`src/hw/rtl/srt_pkg.sv`:
```
// Sector range table: shared types, operation and status codes, widths.
// Used by srt_alu, srt_core and sector_range_table_unit.
package srt_pkg;

    localparam int SECT_W   = 32;
    localparam int TYPE_W   = 8;
    localparam int NUM_CFG  = 4;
    localparam int ALU_W    = 36;
    localparam int FREE_W   = 41;
    localparam int SECT_SHIFT = 9;

    typedef enum logic [2:0] {
        OP_CREATE  = 3'd0,
        OP_DELETE  = 3'd1,
        OP_RESIZE  = 3'd2,
        OP_SETTYPE = 3'd3,
        OP_CLR_MBR = 3'd4,
        OP_CLR_GPT = 3'd5,
        OP_READ    = 3'd6,
        OP_FREE    = 3'd7
    } t_op;

    typedef enum logic [1:0] {
        ST_OK      = 2'd0,
        ST_BAD     = 2'd1,
        ST_BEYOND  = 2'd2,
        ST_OVERLAP = 2'd3
    } t_status;

    typedef enum logic [2:0] {
        S_IDLE,
        S_CHK,
        S_RD,
        S_EV,
        S_WR,
        S_FIN,
        S_DONE
    } t_state;

    typedef struct packed {
        logic [TYPE_W-1:0] part_type;
        logic [SECT_W-1:0] length_sectors;
        logic [SECT_W-1:0] start_sector;
    } t_entry;

    typedef struct packed {
        t_op               op;
        logic [1:0]        disk;
        logic [2:0]        entry_index;
        logic [SECT_W-1:0] start_sector;
        logic [SECT_W-1:0] length_sectors;
        logic [TYPE_W-1:0] part_type;
    } t_item;

    typedef struct packed {
        t_status           status;
        logic [2:0]        assigned_index;
        logic [SECT_W-1:0] entry_start;
        logic [SECT_W-1:0] entry_length;
        logic [TYPE_W-1:0] entry_type;
        logic [2:0]        entry_count;
        logic              table_kind;
        logic [FREE_W-1:0] free_bytes;
    } t_result;

endpackage

```
`src/hw/rtl/srt_ram.sv`:
```
// Generic single-write, single-read RAM with registered read data.
// No dependencies.
module srt_ram #(
    parameter int WIDTH = 72,
    parameter int DEPTH = 28,
    localparam int AW   = (DEPTH > 1) ? $clog2(DEPTH) : 1
) (
    input  logic                 i_clk,
    input  logic                 i_we,
    input  logic [AW-1:0]        i_waddr,
    input  logic [WIDTH-1:0]     i_wdata,
    input  logic [AW-1:0]        i_raddr,
    output logic [WIDTH-1:0]     o_rdata
);
    logic [WIDTH-1:0] r_mem [DEPTH];
    logic [WIDTH-1:0] r_rdata;

    always_ff @(posedge i_clk) begin
        if (i_we) begin
            r_mem[i_waddr] <= i_wdata;
        end
        r_rdata <= r_mem[i_raddr];
    end

    assign o_rdata = r_rdata;

endmodule

```
`src/hw/rtl/srt_alu.sv`:
```
// Shared add/subtract unit of the sector range table sequencer.
// Depends on srt_pkg.
module srt_alu (
    input  logic [srt_pkg::ALU_W-1:0] i_a,
    input  logic [srt_pkg::ALU_W-1:0] i_b,
    input  logic                      i_sub,
    output logic [srt_pkg::ALU_W:0]   o_sum
);
    logic [srt_pkg::ALU_W-1:0] b_eff;

    assign b_eff = i_sub ? ~i_b : i_b;
    assign o_sum = {1'b0, i_a} + {1'b0, b_eff} + (srt_pkg::ALU_W + 1)'(i_sub);

endmodule

```
`src/hw/rtl/srt_core.sv`:
```
// Sector range table sequencer: per-disk counts and kinds, entry walk over the
// entry RAM through one shared adder, output word register.
// Depends on srt_pkg and srt_alu.
module srt_core #(
    parameter int MAX_ENTRIES = 7,
    parameter int NUM_DISKS   = 4,
    localparam int DEPTH      = NUM_DISKS * MAX_ENTRIES,
    localparam int AW         = (DEPTH > 1) ? $clog2(DEPTH) : 1
) (
    input  logic                          i_clk,
    input  logic                          i_rst_n,
    input  logic                          i_item_valid,
    output logic                          o_item_ready,
    input  srt_pkg::t_item                i_item,
    input  logic [srt_pkg::SECT_W-1:0]    i_sectors [srt_pkg::NUM_CFG],
    output logic                          o_ram_we,
    output logic [AW-1:0]                 o_ram_waddr,
    output srt_pkg::t_entry               o_ram_wdata,
    output logic [AW-1:0]                 o_ram_raddr,
    input  srt_pkg::t_entry               i_ram_rdata,
    output logic                          o_res_valid,
    input  logic                          i_res_ready,
    output srt_pkg::t_result              o_res
);
    localparam int CW    = $clog2(MAX_ENTRIES + 1);
    localparam int DW    = (NUM_DISKS > 1) ? $clog2(NUM_DISKS) : 1;
    localparam int EW    = srt_pkg::SECT_W + 1;

    srt_pkg::t_state  r_state, n_state;
    srt_pkg::t_item   r_item, n_item;
    srt_pkg::t_result r_work, n_work;
    srt_pkg::t_result r_out, n_out;
    logic             r_out_valid, n_out_valid;
    logic [CW-1:0]    r_i, n_i;
    logic [EW-1:0]    r_end, n_end;
    logic [srt_pkg::ALU_W-1:0] r_acc, n_acc;
    logic [CW-1:0]    r_cnt [NUM_DISKS];
    logic [CW-1:0]    n_cnt [NUM_DISKS];
    logic             r_kind [NUM_DISKS];
    logic             n_kind [NUM_DISKS];

    logic                      disk_ok;
    logic [DW-1:0]             dsel;
    logic [CW-1:0]             cur_cnt;
    logic                      cur_kind;
    logic [EW-1:0]             total;
    logic                      idx_ok;
    logic                      del_more;
    logic                      take;
    logic [31:0]               base;
    logic [CW:0]               rd_off;
    logic [CW-1:0]             wr_off;
    logic [srt_pkg::ALU_W-1:0] alu_a, alu_b;
    logic                      alu_sub;
    logic [srt_pkg::ALU_W:0]   alu_sum;
    logic [EW-1:0]             ps, pe, ss;
    logic                      clash;

    srt_alu u_alu (
        .i_a   (alu_a),
        .i_b   (alu_b),
        .i_sub (alu_sub),
        .o_sum (alu_sum)
    );

    assign disk_ok  = 32'(r_item.disk) < NUM_DISKS;
    assign dsel     = DW'(r_item.disk);
    assign cur_cnt  = disk_ok ? r_cnt[dsel] : '0;
    assign cur_kind = disk_ok ? r_kind[dsel] : 1'b0;
    assign total    = EW'(i_sectors[r_item.disk]);
    assign idx_ok   = 32'(r_item.entry_index) < 32'(cur_cnt);
    assign del_more = (32'(r_item.entry_index) + 32'd1) < 32'(cur_cnt);
    assign take     = (r_state == srt_pkg::S_DONE) && (!r_out_valid || i_res_ready);
    assign base     = 32'(r_item.disk) * 32'(MAX_ENTRIES);
    assign rd_off   = (CW + 1)'(r_i) + (CW + 1)'(r_item.op == srt_pkg::OP_DELETE);
    assign wr_off   = (r_state == srt_pkg::S_WR) ? cur_cnt : r_i;
    assign o_ram_raddr = AW'(base + 32'(rd_off));
    assign o_ram_waddr = AW'(base + 32'(wr_off));

    assign ps    = EW'(i_ram_rdata.start_sector);
    assign pe    = alu_sum[EW-1:0];
    assign ss    = EW'(r_item.start_sector);
    assign clash = (ss >= ps && ss < pe) || (r_end > ps && r_end <= pe)
                || (ss <= ps && r_end >= pe);

    // next state
    always_comb begin
        n_state = r_state;
        unique case (r_state)
            srt_pkg::S_IDLE: begin
                if (i_item_valid) n_state = srt_pkg::S_CHK;
            end
            srt_pkg::S_CHK: begin
                if (!disk_ok) begin
                    n_state = srt_pkg::S_DONE;
                end else begin
                    unique case (r_item.op)
                        srt_pkg::OP_CREATE: begin
                            if (32'(cur_cnt) >= MAX_ENTRIES) n_state = srt_pkg::S_DONE;
                            else if (alu_sum[EW-1:0] > total) n_state = srt_pkg::S_DONE;
                            else if (cur_cnt == '0) n_state = srt_pkg::S_WR;
                            else n_state = srt_pkg::S_RD;
                        end
                        srt_pkg::OP_DELETE: begin
                            n_state = del_more ? srt_pkg::S_RD : srt_pkg::S_DONE;
                        end
                        srt_pkg::OP_RESIZE, srt_pkg::OP_SETTYPE, srt_pkg::OP_READ: begin
                            n_state = idx_ok ? srt_pkg::S_RD : srt_pkg::S_DONE;
                        end
                        srt_pkg::OP_FREE: begin
                            n_state = (cur_cnt == '0) ? srt_pkg::S_FIN : srt_pkg::S_RD;
                        end
                        default: n_state = srt_pkg::S_DONE;
                    endcase
                end
            end
            srt_pkg::S_RD: n_state = srt_pkg::S_EV;
            srt_pkg::S_EV: begin
                unique case (r_item.op)
                    srt_pkg::OP_CREATE: begin
                        if (clash) n_state = srt_pkg::S_DONE;
                        else if ((32'(r_i) + 32'd1) < 32'(cur_cnt)) n_state = srt_pkg::S_RD;
                        else n_state = srt_pkg::S_WR;
                    end
                    srt_pkg::OP_DELETE: begin
                        // count already holds the reduced value
                        n_state = ((32'(r_i) + 32'd1) < 32'(cur_cnt)) ? srt_pkg::S_RD
                                                                       : srt_pkg::S_DONE;
                    end
                    srt_pkg::OP_FREE: begin
                        n_state = ((32'(r_i) + 32'd1) < 32'(cur_cnt)) ? srt_pkg::S_RD
                                                                       : srt_pkg::S_FIN;
                    end
                    default: n_state = srt_pkg::S_DONE;
                endcase
            end
            srt_pkg::S_WR:  n_state = srt_pkg::S_DONE;
            srt_pkg::S_FIN: n_state = srt_pkg::S_DONE;
            srt_pkg::S_DONE: begin
                if (take) n_state = srt_pkg::S_IDLE;
            end
            default: n_state = srt_pkg::S_IDLE;
        endcase
    end

    // datapath and outputs
    always_comb begin
        n_item      = r_item;
        n_work      = r_work;
        n_out       = r_out;
        n_out_valid = r_out_valid;
        n_i         = r_i;
        n_end       = r_end;
        n_acc       = r_acc;
        n_cnt       = r_cnt;
        n_kind      = r_kind;
        alu_a       = '0;
        alu_b       = '0;
        alu_sub     = 1'b0;
        o_ram_we    = 1'b0;
        o_ram_wdata = i_ram_rdata;

        if (r_out_valid && i_res_ready) n_out_valid = 1'b0;

        unique case (r_state)
            srt_pkg::S_IDLE: begin
                if (i_item_valid) begin
                    n_item = i_item;
                    n_work = '0;
                end
            end
            srt_pkg::S_CHK: begin
                alu_a = srt_pkg::ALU_W'(r_item.start_sector);
                alu_b = srt_pkg::ALU_W'(r_item.length_sectors);
                n_end = alu_sum[EW-1:0];
                n_acc = '0;
                n_i   = '0;
                if (!disk_ok) begin
                    n_work.status = srt_pkg::ST_BAD;
                end else begin
                    unique case (r_item.op)
                        srt_pkg::OP_CREATE: begin
                            if (32'(cur_cnt) >= MAX_ENTRIES)
                                n_work.status = srt_pkg::ST_BAD;
                            else if (alu_sum[EW-1:0] > total)
                                n_work.status = srt_pkg::ST_BEYOND;
                        end
                        srt_pkg::OP_DELETE: begin
                            n_i = CW'(r_item.entry_index);
                            if (!idx_ok) n_work.status = srt_pkg::ST_BAD;
                            else n_cnt[dsel] = cur_cnt - CW'(1);
                        end
                        srt_pkg::OP_RESIZE, srt_pkg::OP_SETTYPE, srt_pkg::OP_READ: begin
                            n_i = CW'(r_item.entry_index);
                            if (!idx_ok) n_work.status = srt_pkg::ST_BAD;
                        end
                        srt_pkg::OP_CLR_MBR, srt_pkg::OP_CLR_GPT: begin
                            n_cnt[dsel]  = '0;
                            n_kind[dsel] = (r_item.op == srt_pkg::OP_CLR_GPT);
                        end
                        default: ;
                    endcase
                end
            end
            srt_pkg::S_EV: begin
                unique case (r_item.op)
                    srt_pkg::OP_CREATE: begin
                        alu_a = srt_pkg::ALU_W'(i_ram_rdata.start_sector);
                        alu_b = srt_pkg::ALU_W'(i_ram_rdata.length_sectors);
                        if (clash) n_work.status = srt_pkg::ST_OVERLAP;
                        n_i = r_i + CW'(1);
                    end
                    srt_pkg::OP_DELETE: begin
                        o_ram_we = 1'b1;
                        n_i      = r_i + CW'(1);
                    end
                    srt_pkg::OP_RESIZE: begin
                        alu_a = srt_pkg::ALU_W'(i_ram_rdata.start_sector);
                        alu_b = srt_pkg::ALU_W'(r_item.length_sectors);
                        o_ram_wdata.length_sectors = r_item.length_sectors;
                        if (alu_sum[EW-1:0] > total) n_work.status = srt_pkg::ST_BEYOND;
                        else o_ram_we = 1'b1;
                    end
                    srt_pkg::OP_SETTYPE: begin
                        o_ram_wdata.part_type = r_item.part_type;
                        o_ram_we = 1'b1;
                    end
                    srt_pkg::OP_READ: begin
                        n_work.entry_start  = i_ram_rdata.start_sector;
                        n_work.entry_length = i_ram_rdata.length_sectors;
                        n_work.entry_type   = i_ram_rdata.part_type;
                    end
                    srt_pkg::OP_FREE: begin
                        alu_a = r_acc;
                        alu_b = srt_pkg::ALU_W'(i_ram_rdata.length_sectors);
                        n_acc = alu_sum[srt_pkg::ALU_W-1:0];
                        n_i   = r_i + CW'(1);
                    end
                    default: ;
                endcase
            end
            srt_pkg::S_WR: begin
                o_ram_we    = 1'b1;
                o_ram_wdata = '{part_type:      r_item.part_type,
                                length_sectors: r_item.length_sectors,
                                start_sector:   r_item.start_sector};
                n_work.assigned_index = 3'(cur_cnt);
                n_cnt[dsel] = cur_cnt + CW'(1);
            end
            srt_pkg::S_FIN: begin
                alu_a   = srt_pkg::ALU_W'(total);
                alu_b   = r_acc;
                alu_sub = 1'b1;
                // carry out set means total >= used
                if (alu_sum[srt_pkg::ALU_W] && alu_sum[srt_pkg::ALU_W-1:0] != '0)
                    n_work.free_bytes = {alu_sum[srt_pkg::SECT_W-1:0],
                                         srt_pkg::SECT_SHIFT'(0)};
            end
            srt_pkg::S_DONE: begin
                if (take) begin
                    n_out             = r_work;
                    n_out.entry_count = 3'(cur_cnt);
                    n_out.table_kind  = cur_kind;
                    n_out_valid       = 1'b1;
                end
            end
            default: ;
        endcase
    end

    always_ff @(posedge i_clk) begin
        if (!i_rst_n) begin
            r_state     <= srt_pkg::S_IDLE;
            r_out_valid <= 1'b0;
            r_cnt       <= '{default: '0};
            r_kind      <= '{default: 1'b0};
        end else begin
            r_state     <= n_state;
            r_out_valid <= n_out_valid;
            r_cnt       <= n_cnt;
            r_kind      <= n_kind;
        end
    end

    always_ff @(posedge i_clk) begin
        r_item <= n_item;
        r_work <= n_work;
        r_out  <= n_out;
        r_i    <= n_i;
        r_end  <= n_end;
        r_acc  <= n_acc;
    end

    assign o_item_ready = (r_state == srt_pkg::S_IDLE);
    assign o_res_valid  = r_out_valid;
    assign o_res        = r_out;

`ifndef NO_ASSERTIONS
    a_accept_to_chk: assert property (@(posedge i_clk) disable iff (!i_rst_n)
        (i_item_valid && o_item_ready) |=> (r_state == srt_pkg::S_CHK))
        else $error("accepted word did not start a check");
    a_we_states: assert property (@(posedge i_clk) disable iff (!i_rst_n)
        o_ram_we |-> (r_state == srt_pkg::S_EV || r_state == srt_pkg::S_WR))
        else $error("entry write outside write states");
    a_append_count: assert property (@(posedge i_clk) disable iff (!i_rst_n)
        (r_state == srt_pkg::S_WR) |=> (cur_cnt == CW'($past(cur_cnt) + 1'b1)))
        else $error("append did not bump entry count");
    a_count_bound: assert property (@(posedge i_clk) disable iff (!i_rst_n)
        (r_state != srt_pkg::S_IDLE) |-> (32'(cur_cnt) <= MAX_ENTRIES))
        else $error("entry count beyond table size");
`endif

endmodule

```
`src/hw/rtl/sector_range_table_unit.sv`:
```
// Each word is checked first; clear, bad disk, bad index, full or beyond disk end there. Read,
// resize and set type read and evaluate their entry; create walks every entry, ending early
// on overlap, else appends; delete shifts later entries down; free sums lengths, then subtracts.
// Throughput: one word at a time; ready again the cycle after the result register loads; the
// walk reads and evaluates entries in turn through one RAM read port and one shared adder.
// Reset (sync, active low): counts zero, kinds MBR, disk sizes zero, no word pending; RAM kept.
module sector_range_table_unit #(
    parameter int MAX_ENTRIES = 7,
    parameter int NUM_DISKS   = 4
) (
    input  logic         i_clk,
    input  logic         i_rst_n,
    input  logic         s_axis_tvalid,
    output logic         s_axis_tready,
    input  logic [79:0]  s_axis_tdata,  // disk, entry_index, start_sector, length_sectors,
                                        // part_type, zero pad
    input  logic [2:0]   s_axis_tuser,  // op
    output logic         m_axis_tvalid,
    input  logic         m_axis_tready,
    output logic [127:0] m_axis_tdata,  // status, assigned_index, entry_start, entry_length,
                                        // entry_type, entry_count, table_kind, free_bytes,
                                        // zero pad
    input  logic         i_cfg_valid,
    output logic         o_cfg_ready,
    input  logic [1:0]   i_cfg_index,
    input  logic [31:0]  i_cfg_data
);
    localparam int DEPTH = NUM_DISKS * MAX_ENTRIES;
    localparam int AW    = (DEPTH > 1) ? $clog2(DEPTH) : 1;

    logic [srt_pkg::SECT_W-1:0] r_sect [srt_pkg::NUM_CFG];
    srt_pkg::t_item   item;
    srt_pkg::t_result res;
    srt_pkg::t_entry  ram_wdata, ram_rdata;
    logic             ram_we;
    logic [AW-1:0]    ram_waddr, ram_raddr;

    always_ff @(posedge i_clk) begin
        if (!i_rst_n) begin
            r_sect <= '{default: '0};
        end else if (i_cfg_valid) begin
            r_sect[i_cfg_index] <= i_cfg_data;
        end
    end

    assign o_cfg_ready = 1'b1;

    assign item.op             = srt_pkg::t_op'(s_axis_tuser);
    assign item.disk           = s_axis_tdata[1:0];
    assign item.entry_index    = s_axis_tdata[4:2];
    assign item.start_sector   = s_axis_tdata[36:5];
    assign item.length_sectors = s_axis_tdata[68:37];
    assign item.part_type      = s_axis_tdata[76:69];

    srt_ram #(
        .WIDTH ($bits(srt_pkg::t_entry)),
        .DEPTH (DEPTH)
    ) u_ram (
        .i_clk   (i_clk),
        .i_we    (ram_we),
        .i_waddr (ram_waddr),
        .i_wdata (ram_wdata),
        .i_raddr (ram_raddr),
        .o_rdata (ram_rdata)
    );

    srt_core #(
        .MAX_ENTRIES (MAX_ENTRIES),
        .NUM_DISKS   (NUM_DISKS)
    ) u_core (
        .i_clk        (i_clk),
        .i_rst_n      (i_rst_n),
        .i_item_valid (s_axis_tvalid),
        .o_item_ready (s_axis_tready),
        .i_item       (item),
        .i_sectors    (r_sect),
        .o_ram_we     (ram_we),
        .o_ram_waddr  (ram_waddr),
        .o_ram_wdata  (ram_wdata),
        .o_ram_raddr  (ram_raddr),
        .i_ram_rdata  (ram_rdata),
        .o_res_valid  (m_axis_tvalid),
        .i_res_ready  (m_axis_tready),
        .o_res        (res)
    );

    assign m_axis_tdata = {6'd0, res.free_bytes, res.table_kind, res.entry_count,
                           res.entry_type, res.entry_length, res.entry_start,
                           res.assigned_index, res.status};

endmodule
```
`config.mk`:
```
export PLATFORM = sky130hd
export DESIGN_NAME = sector_range_table_unit
export DESIGN_NICKNAME = d
export VERILOG_FILES = /design/src/hw/rtl/srt_pkg.sv /design/src/hw/rtl/srt_ram.sv /design/src/hw/rtl/srt_alu.sv /design/src/hw/rtl/srt_core.sv /design/src/hw/rtl/sector_range_table_unit.sv
export SDC_FILE = /design/constraint.sdc
export NUM_CORES = 2
export LEC_CHECK = 0
export BUFFER_PORTS_ARGS = -buffer_cell sky130_fd_sc_hd__buf_2
export CAP_MARGIN = 40
export CORE_MARGIN = 2
export CORE_UTILIZATION = 31
export CTS_CLUSTER_SIZE = 12
export DETAILED_ROUTE_END_ITERATION = 8
export PLACE_DENSITY = 0.56
export SLEW_MARGIN = 20
export SYNTH_ARGS = -nofsm -noshare
export SYNTH_HDL_FRONTEND = slang
export SYNTH_SLANG_ARGS = --single-unit
```
`constraint.sdc`:
```
create_clock -name i_clk -period 15.8 [get_ports i_clk]
set_input_delay 0.79 -clock i_clk [delete_from_list [all_inputs] [get_ports i_clk]]
set_output_delay 0.79 -clock i_clk [all_outputs]
set_load 0.01 [all_outputs]
```
### Word-level counts from Yosys, hierarchy flattened

Memories as Yosys holds them, arrays and structs flattened. A register that Yosys moved wholly into a read port is not among the register bits.
Cells that the tools add are included.

* register bits after elaboration: 540
* logic and storage cells: 209
* memories kept: 1
* memory bits (writable): 2016

* multipliers: 1
* equal/unequal tests: 25
* reduce and logical (&&, ||, !) cells: 41
* mux-type cells: 74
* add/subtract/negate cells: 10
* order comparisons: 15
* bitwise gates (word level): 5

Memories
* u_ram.r_mem: depth 28, bits a word 72, read ports 1, clocked after memory_dff 1, wr ports 1, line srt_ram.sv:15 `logic [WIDTH-1:0] r_mem [DEPTH];`

Operator list (count)
* one-hot mux 36 bit (3 select lines): 2
* two-way mux 32 bit: 5
* one-hot mux 36 bit (2 select lines): 2
* one-hot mux 72 bit (2 select lines): 1
* bitwise mux 128 bit: 1
* two-way mux 122 bit: 1
* one-hot mux 41 bit (2 select lines): 1
* one-hot mux 40 bit (2 select lines): 1
* two-way mux 36 bit: 2
* two-way mux 72 bit: 1
* greater-than comparator 33 x 32 -> 1 bit: 2
* binary-select mux 32 bit (select 2 bit): 1
* demux 32 bit (select 2 bit): 1
* < comparator 32 x 3 -> 1 bit: 2
* one-hot mux 32 bit (2 select lines): 1
* two-way mux 3 bit: 18
* one-hot mux 12 bit (2 select lines): 2
* two-way mux 41 bit: 1
* adder 36 x 36 -> 37 bit: 1
* adder 37 x 1 -> 37 bit: 1
* NOT 36 bit: 1
* nonzero test 36 bit: 1
* greater-or-equal comparator 33 bit: 1
* less-or-equal comparator 33 bit: 1
* other kinds (52): 120

### Logic depth before layout (Yosys ltp)

* depth in word-level cells: 15
* mapped depth: 34
* gate-level depth less buffers: 32

### Modules after synthesis

From an unflattened synthesis, not the netlist that was laid out.

* cell total of the unflattened synthesis: 5877
* area total of the unflattened synthesis: 105757.7 µm²

Modules (own cells, without submodules)
* srt_ram: area each 77849.7 µm², times used 1, cells each 3405
* srt_core: area each 20633.5 µm², times used 1, cells each 1668
* sector_range_table_unit: area each 4852.2 µm², times used 1, cells each 462
* srt_alu: area each 2422.3 µm², times used 1, cells each 342

### Worst setup path before layout

OpenSTA, ideal clock, no wires.

* kind: register to register
* start: register u_core.r_state[0]
* end: memory u_ram.r_mem[22][0], enable pin
* arrival time: 13673 ps
* slack: 1447 ps
* stages on the path, launching flop included: 27
* cells stage by stage: dfxtp_1 -> clkbuf_1 -> nand2b_1 -> nor2_1 -> clkbuf_1 -> a22oi_1 -> o21ai_0 -> ha_1 -> a21oi_1 -> o21ai_0 -> nor4_1 -> a21oi_1 -> a41o_1 -> a31oi_1 -> o21bai_1 -> a21oi_1 -> xor2_1 -> inv_1 -> ha_1 -> a21o_1 -> a221o_1 -> a21oi_1 -> inv_1 -> o41ai_2 -> a31oi_1 -> o31a_1 -> nor4_1

* longest elaborated chain between the ends: 12
* elaborated cells between the ends (all ways): 19
* classes of those cells: add/sub: 3; order compare: 1; eq/ne: 4; mux: 10; bitwise: 1

Ends and longest elaborated chain
* start, declared: line srt_core.sv:29 `srt_pkg::t_state r_state, n_state;`
* start signal, assigned: line srt_core.sv:273 `r_state <= srt_pkg::S_IDLE;`
* start signal, assigned: line srt_core.sv:278 `r_state <= n_state;`
* == test 3 bit (tied with other cells): line srt_core.sv:165 `unique case (r_state)`
* one-hot mux 36 bit (3 select lines): line srt_core.sv:165
* NOT 36 bit: line srt_alu.sv:11 `assign b_eff = i_sub ? ~i_b : i_b;`
* two-way mux 36 bit: line srt_alu.sv:11
* adder 36 x 36 -> 37 bit: line srt_alu.sv:12 `assign o_sum = {1'b0, i_a} + {1'b0, b_eff} + (srt_pkg::ALU_W + 1)'(i_sub);`
* adder 37 x 1 -> 37 bit *: line srt_alu.sv:12
* via u_core.alu_sum, one bit: line srt_core.sv:55 `logic [srt_pkg::ALU_W:0] alu_sum;`
* greater-than comparator 33 x 32 -> 1 bit *: line srt_core.sv:221 `if (alu_sum[EW-1:0] > total) n_work.status = srt_pkg::ST_BEYOND;`
* two-way mux 1 bit *: line srt_core.sv:221
* one-hot mux 1 bit (2 select lines) *: line srt_core.sv:206 `unique case (r_item.op)`
* one-hot mux 1 bit (2 select lines) *: line srt_core.sv:165
* two-way mux 1 bit *: line srt_ram.sv:19 `if (i_we) begin`
* two-way mux 1 bit (not written as such) *: line srt_ram.sv:20 `r_mem[i_waddr] <= i_wdata;`
* end, declared: line srt_ram.sv:15

The timed path passes the listed nets; every way through them passes the cells marked *.

### Final worst setup path

* start: register u_core.r_state[2]
* end: memory u_ram.r_mem[17][61], enable pin

The elaborated chain is that of the path after synthesis.

==> results.json <==
{
  "power_leakage_nw": 40.3,
  "final_cell_mix": "edfxtp_1, mux4_2, nand2_1, clkbuf_16, buf_2",
  "layout_min_cycle_time_ns": 11.07,
  "crit_path_top_delay_cell": "nor2_4",
  "die_h_um": 587,
  "cp_max_fo": 65,
  "cts_buffers": 285,
  "coreArea_mm2": 0.339,
  "hp-start": "s_axis_tdata[38]",
  "fmax_mhz": 90.3,
  "drv_cap": 0,
  "cts_tree": "done",
  "cp.arrival_ns": 11.55,
  "cts_hold_buf": 0,
  "dieWidth_um": 587,
  "ant_nets": 0,
  "grt_pass1_vias": 57500,
  "post_cts_buffers": 0,
  "synth-async-reset-ratio_pct": 0,
  "start_util_pct": 31.1,
  "rows": 214,
  "synth_edf_count": 2390,
  "path_clk_slew_ns": 0.06,
  "routedWlPerCell_um": 27.7,
  "r2r-start": "u_core.r_state[2]",
  "synth_area_mm2": 0.105,
  "startpoint_type": "register",
  "rsz0062_at_grt": "no",
  "seq_area_frac_synth_pct": 72.2,
  "crit_type": "register to register",
  "overflow": 0,
  "drive_gt1_share_pct": 24.1,
  "grt_max_degree": 114,
  "ios": 253,
  "yosys_warnings": 0,
  "slew_violations": 0,
  "synth.avg_cell_area_um2": 18.0,
  "final_area_mm2": 0.123,
  "yosys.area.top_type": "edfxtp_1",
  "area_delta_synth_final_pct": 16.4,
  "power_density_mw_per_mm2": 210,
  "timing.final.crit_share_pct": 70.1,
  "slowest_delay_ns": 0.70,
  "dpl.hpwl_um": 187000,
  "clock_skew_ns": 0.0753,
  "regToRegSetupSlack_ns": 4.73,
  "synth_cell_types": 92,
  "hold_viol_final": 0,
  "r2r_cells": 32,
  "outcome": "finished clean",
  "antenna_found_initial": 16,
  "cts_resized": 0,
  "grt_pass1_wl_um": 431000,
  "finalWirelength_um": 306000,
  "htree_num_levels": 5,
  "yosys-top-cells-area": "edfxtp_1, mux4_2, dfxtp_1",
  "final_nets": 6643,
  "drt_first_pass_iters": 6,
  "numPortBuffers": 233,
  "placed_cell_area_mm2": 0.114,
  "netlist_instances": 5868,
  "clock_latency_ns": 0.87,
  "fin_setup_tns_ns": 0,
  "hold_path_class": "input pin to register",
  "timing.rr.end": "u_ram.r_mem[17][61]",
  "clk_path_buf_depth": 4,
  "slew_headroom_pct": 31.6,
  "synth-seq-cells": 2610,
  "netlist.area_leader.share_pct": 68.0,
  "synth_top_flop_cell": "edfxtp_1",
  "peakVddDrop_v": 0.000230,
  "final_common_cell": "edfxtp_1",
  "report.final.setup_viol": 0,
  "num_vias": 58000,
  "grt_usage_pct": 17.3,
  "initialDrtViolationCount": 7036,
  "min_path_cells": 1,
  "dieArea_mm2": 0.345,
  "cts_root_buffer": "clkbuf_16",
  "fillCellCount": 31400,
  "cp.required_ns": 16.27,
  "cts.sinks": 2610,
  "worst-slew-pin-transition_ns": 1.03,
  "via_per_inst": 5.25,
  "drc": 0,
  "end_kind": "register",
  "gp_congestion": 0.885,
  "min_to": "u_core.r_item[9]"
}
critical path: cells and delay by family, from the launching register on:
family                     cells  cell delay, ns
AOI/OAI and AO/OA             13            3.56
buffers and inverters          8            2.23
and+or+nand+nor                8            3.51
adders and majority gates      2            0.72
DFF                            1            0.31
xor gates and xnor gates       1            0.25
cells in the mapped netlist (6+ instances only):
master and n:
xor2_1 19, a21boi_0 139, edfxtp_1 2390, o31ai_1 7, inv_1 128, o21ai_0 188
buf_1 63, nor3_1 25, xnor2_1 20, ha_1 213, o21a_1 11, a21o_1 60
a31oi_1 15, nor2_1 175, clkbuf_1 234, a22oi_1 66, nand4_1 31, mux2i_1 12
o21bai_1 6, a221oi_1 32, nand2_1 587, and2_1 9, buf_4 16, mux4_2 612
nor4_1 13, mux2_2 42, nand3_1 35, a211oi_1 32, a21oi_1 234, dfxtp_1 220
and3_1 60, nand2b_1 17, nor2b_1 32
sequential cells by signal (all words and copies together), names as in the netlist:
signal              count
u_core.r_state          3
r_sect                128
u_core.r_kind           4
u_core.r_cnt           12
u_core.r_acc           36
u_core.dsel             2
u_core.r_i              3
u_core.r_work         109
u_core.o_res          113
u_ram.o_rdata          72
u_core.r_item          78
u_ram.r_mem          2016
u_core.o_res_valid      1
u_core.r_end           33
power breakdown:
group          internal [mW]  total [mW]  leakage [nW]  switching [mW]
clock                   3.63        6.32          4.23            2.68
sequential              9.28        9.76          23.5           0.481
combinational           3.78        9.66          12.6            5.88
how the worst max path moves through the flow:
stage / start / endpoint / slack [ns] / depth (start not counted)
finish: u_core.r_state[2] / u_ram.r_mem[17][61] / 4.73 / 32
global route: u_core.r_state[2] / u_ram.r_mem[17][68] / 4.23 / 33
CTS: u_core.r_state[2] / u_ram.r_mem[17][69] / 4.42 / 32
detailed placement: u_core.r_state[2] / u_ram.r_mem[9][69] / 4.47 / 31
global placement: u_core.r_state[2] / u_ram.r_mem[25][65] / 3.76 / 30
floorplan: u_core.r_state[0] / u_ram.r_mem[22][0] / 1.45 / 26
cell type report:
cell class	instances	area, um2	share of cell area, %
clock buffers	419	8030	6.55
diodes	9	22.5	0.0183
multi-input cells	2822	28000	22.8
repair buffers	454	3660	2.98
well taps	4536	5680	4.62
flip-flops and latches	2610	76200	62.1
clock inverters	75	689	0.562
inverters	131	494	0.403
layer usage:
metal | wire length (um) | GRT usage (%)
met5 | 98 | 0
met3 | 22600 | 3.11
met2 | 139000 | 26.6
met1 | 137000 | 25.2
met4 | 7310 | 4.16
cells by family (layout without fill, tap and decap cells):
logic type	Yosys count	after routing	synth area share, %
other	2	25	0.00712
XOR/XNOR	42	42	0.376
AO/OA/AOI/OAI	856	856	5.21
flip-flops	2610	2610	72.2
buffers and inverters	450	1079	1.68
adder cells (fa/ha/maj)	217	217	2.60
multiplexers	667	667	13.6
AND/OR/NAND/NOR	1024	1024	4.27
stage by stage:
step	worst slack (ns)	std cells	hold slack, ns	utilization, %	total power [mW]
4_1_cts	4.42	11000	0.0400	36.1	25.9
5_1_grt	4.23	11000	0.0550	36.2	26.9
3_5_place_dp	4.47	10500	0.406	33.6	19.6
6_report	4.73	11100	0.101	36.2	25.7
2_1_floorplan	1.45	5882	0.400	-	15.9
3_3_place_gp	3.76	10500	0.403	33.3	19.2
Power figures use the tool's default switching activity.
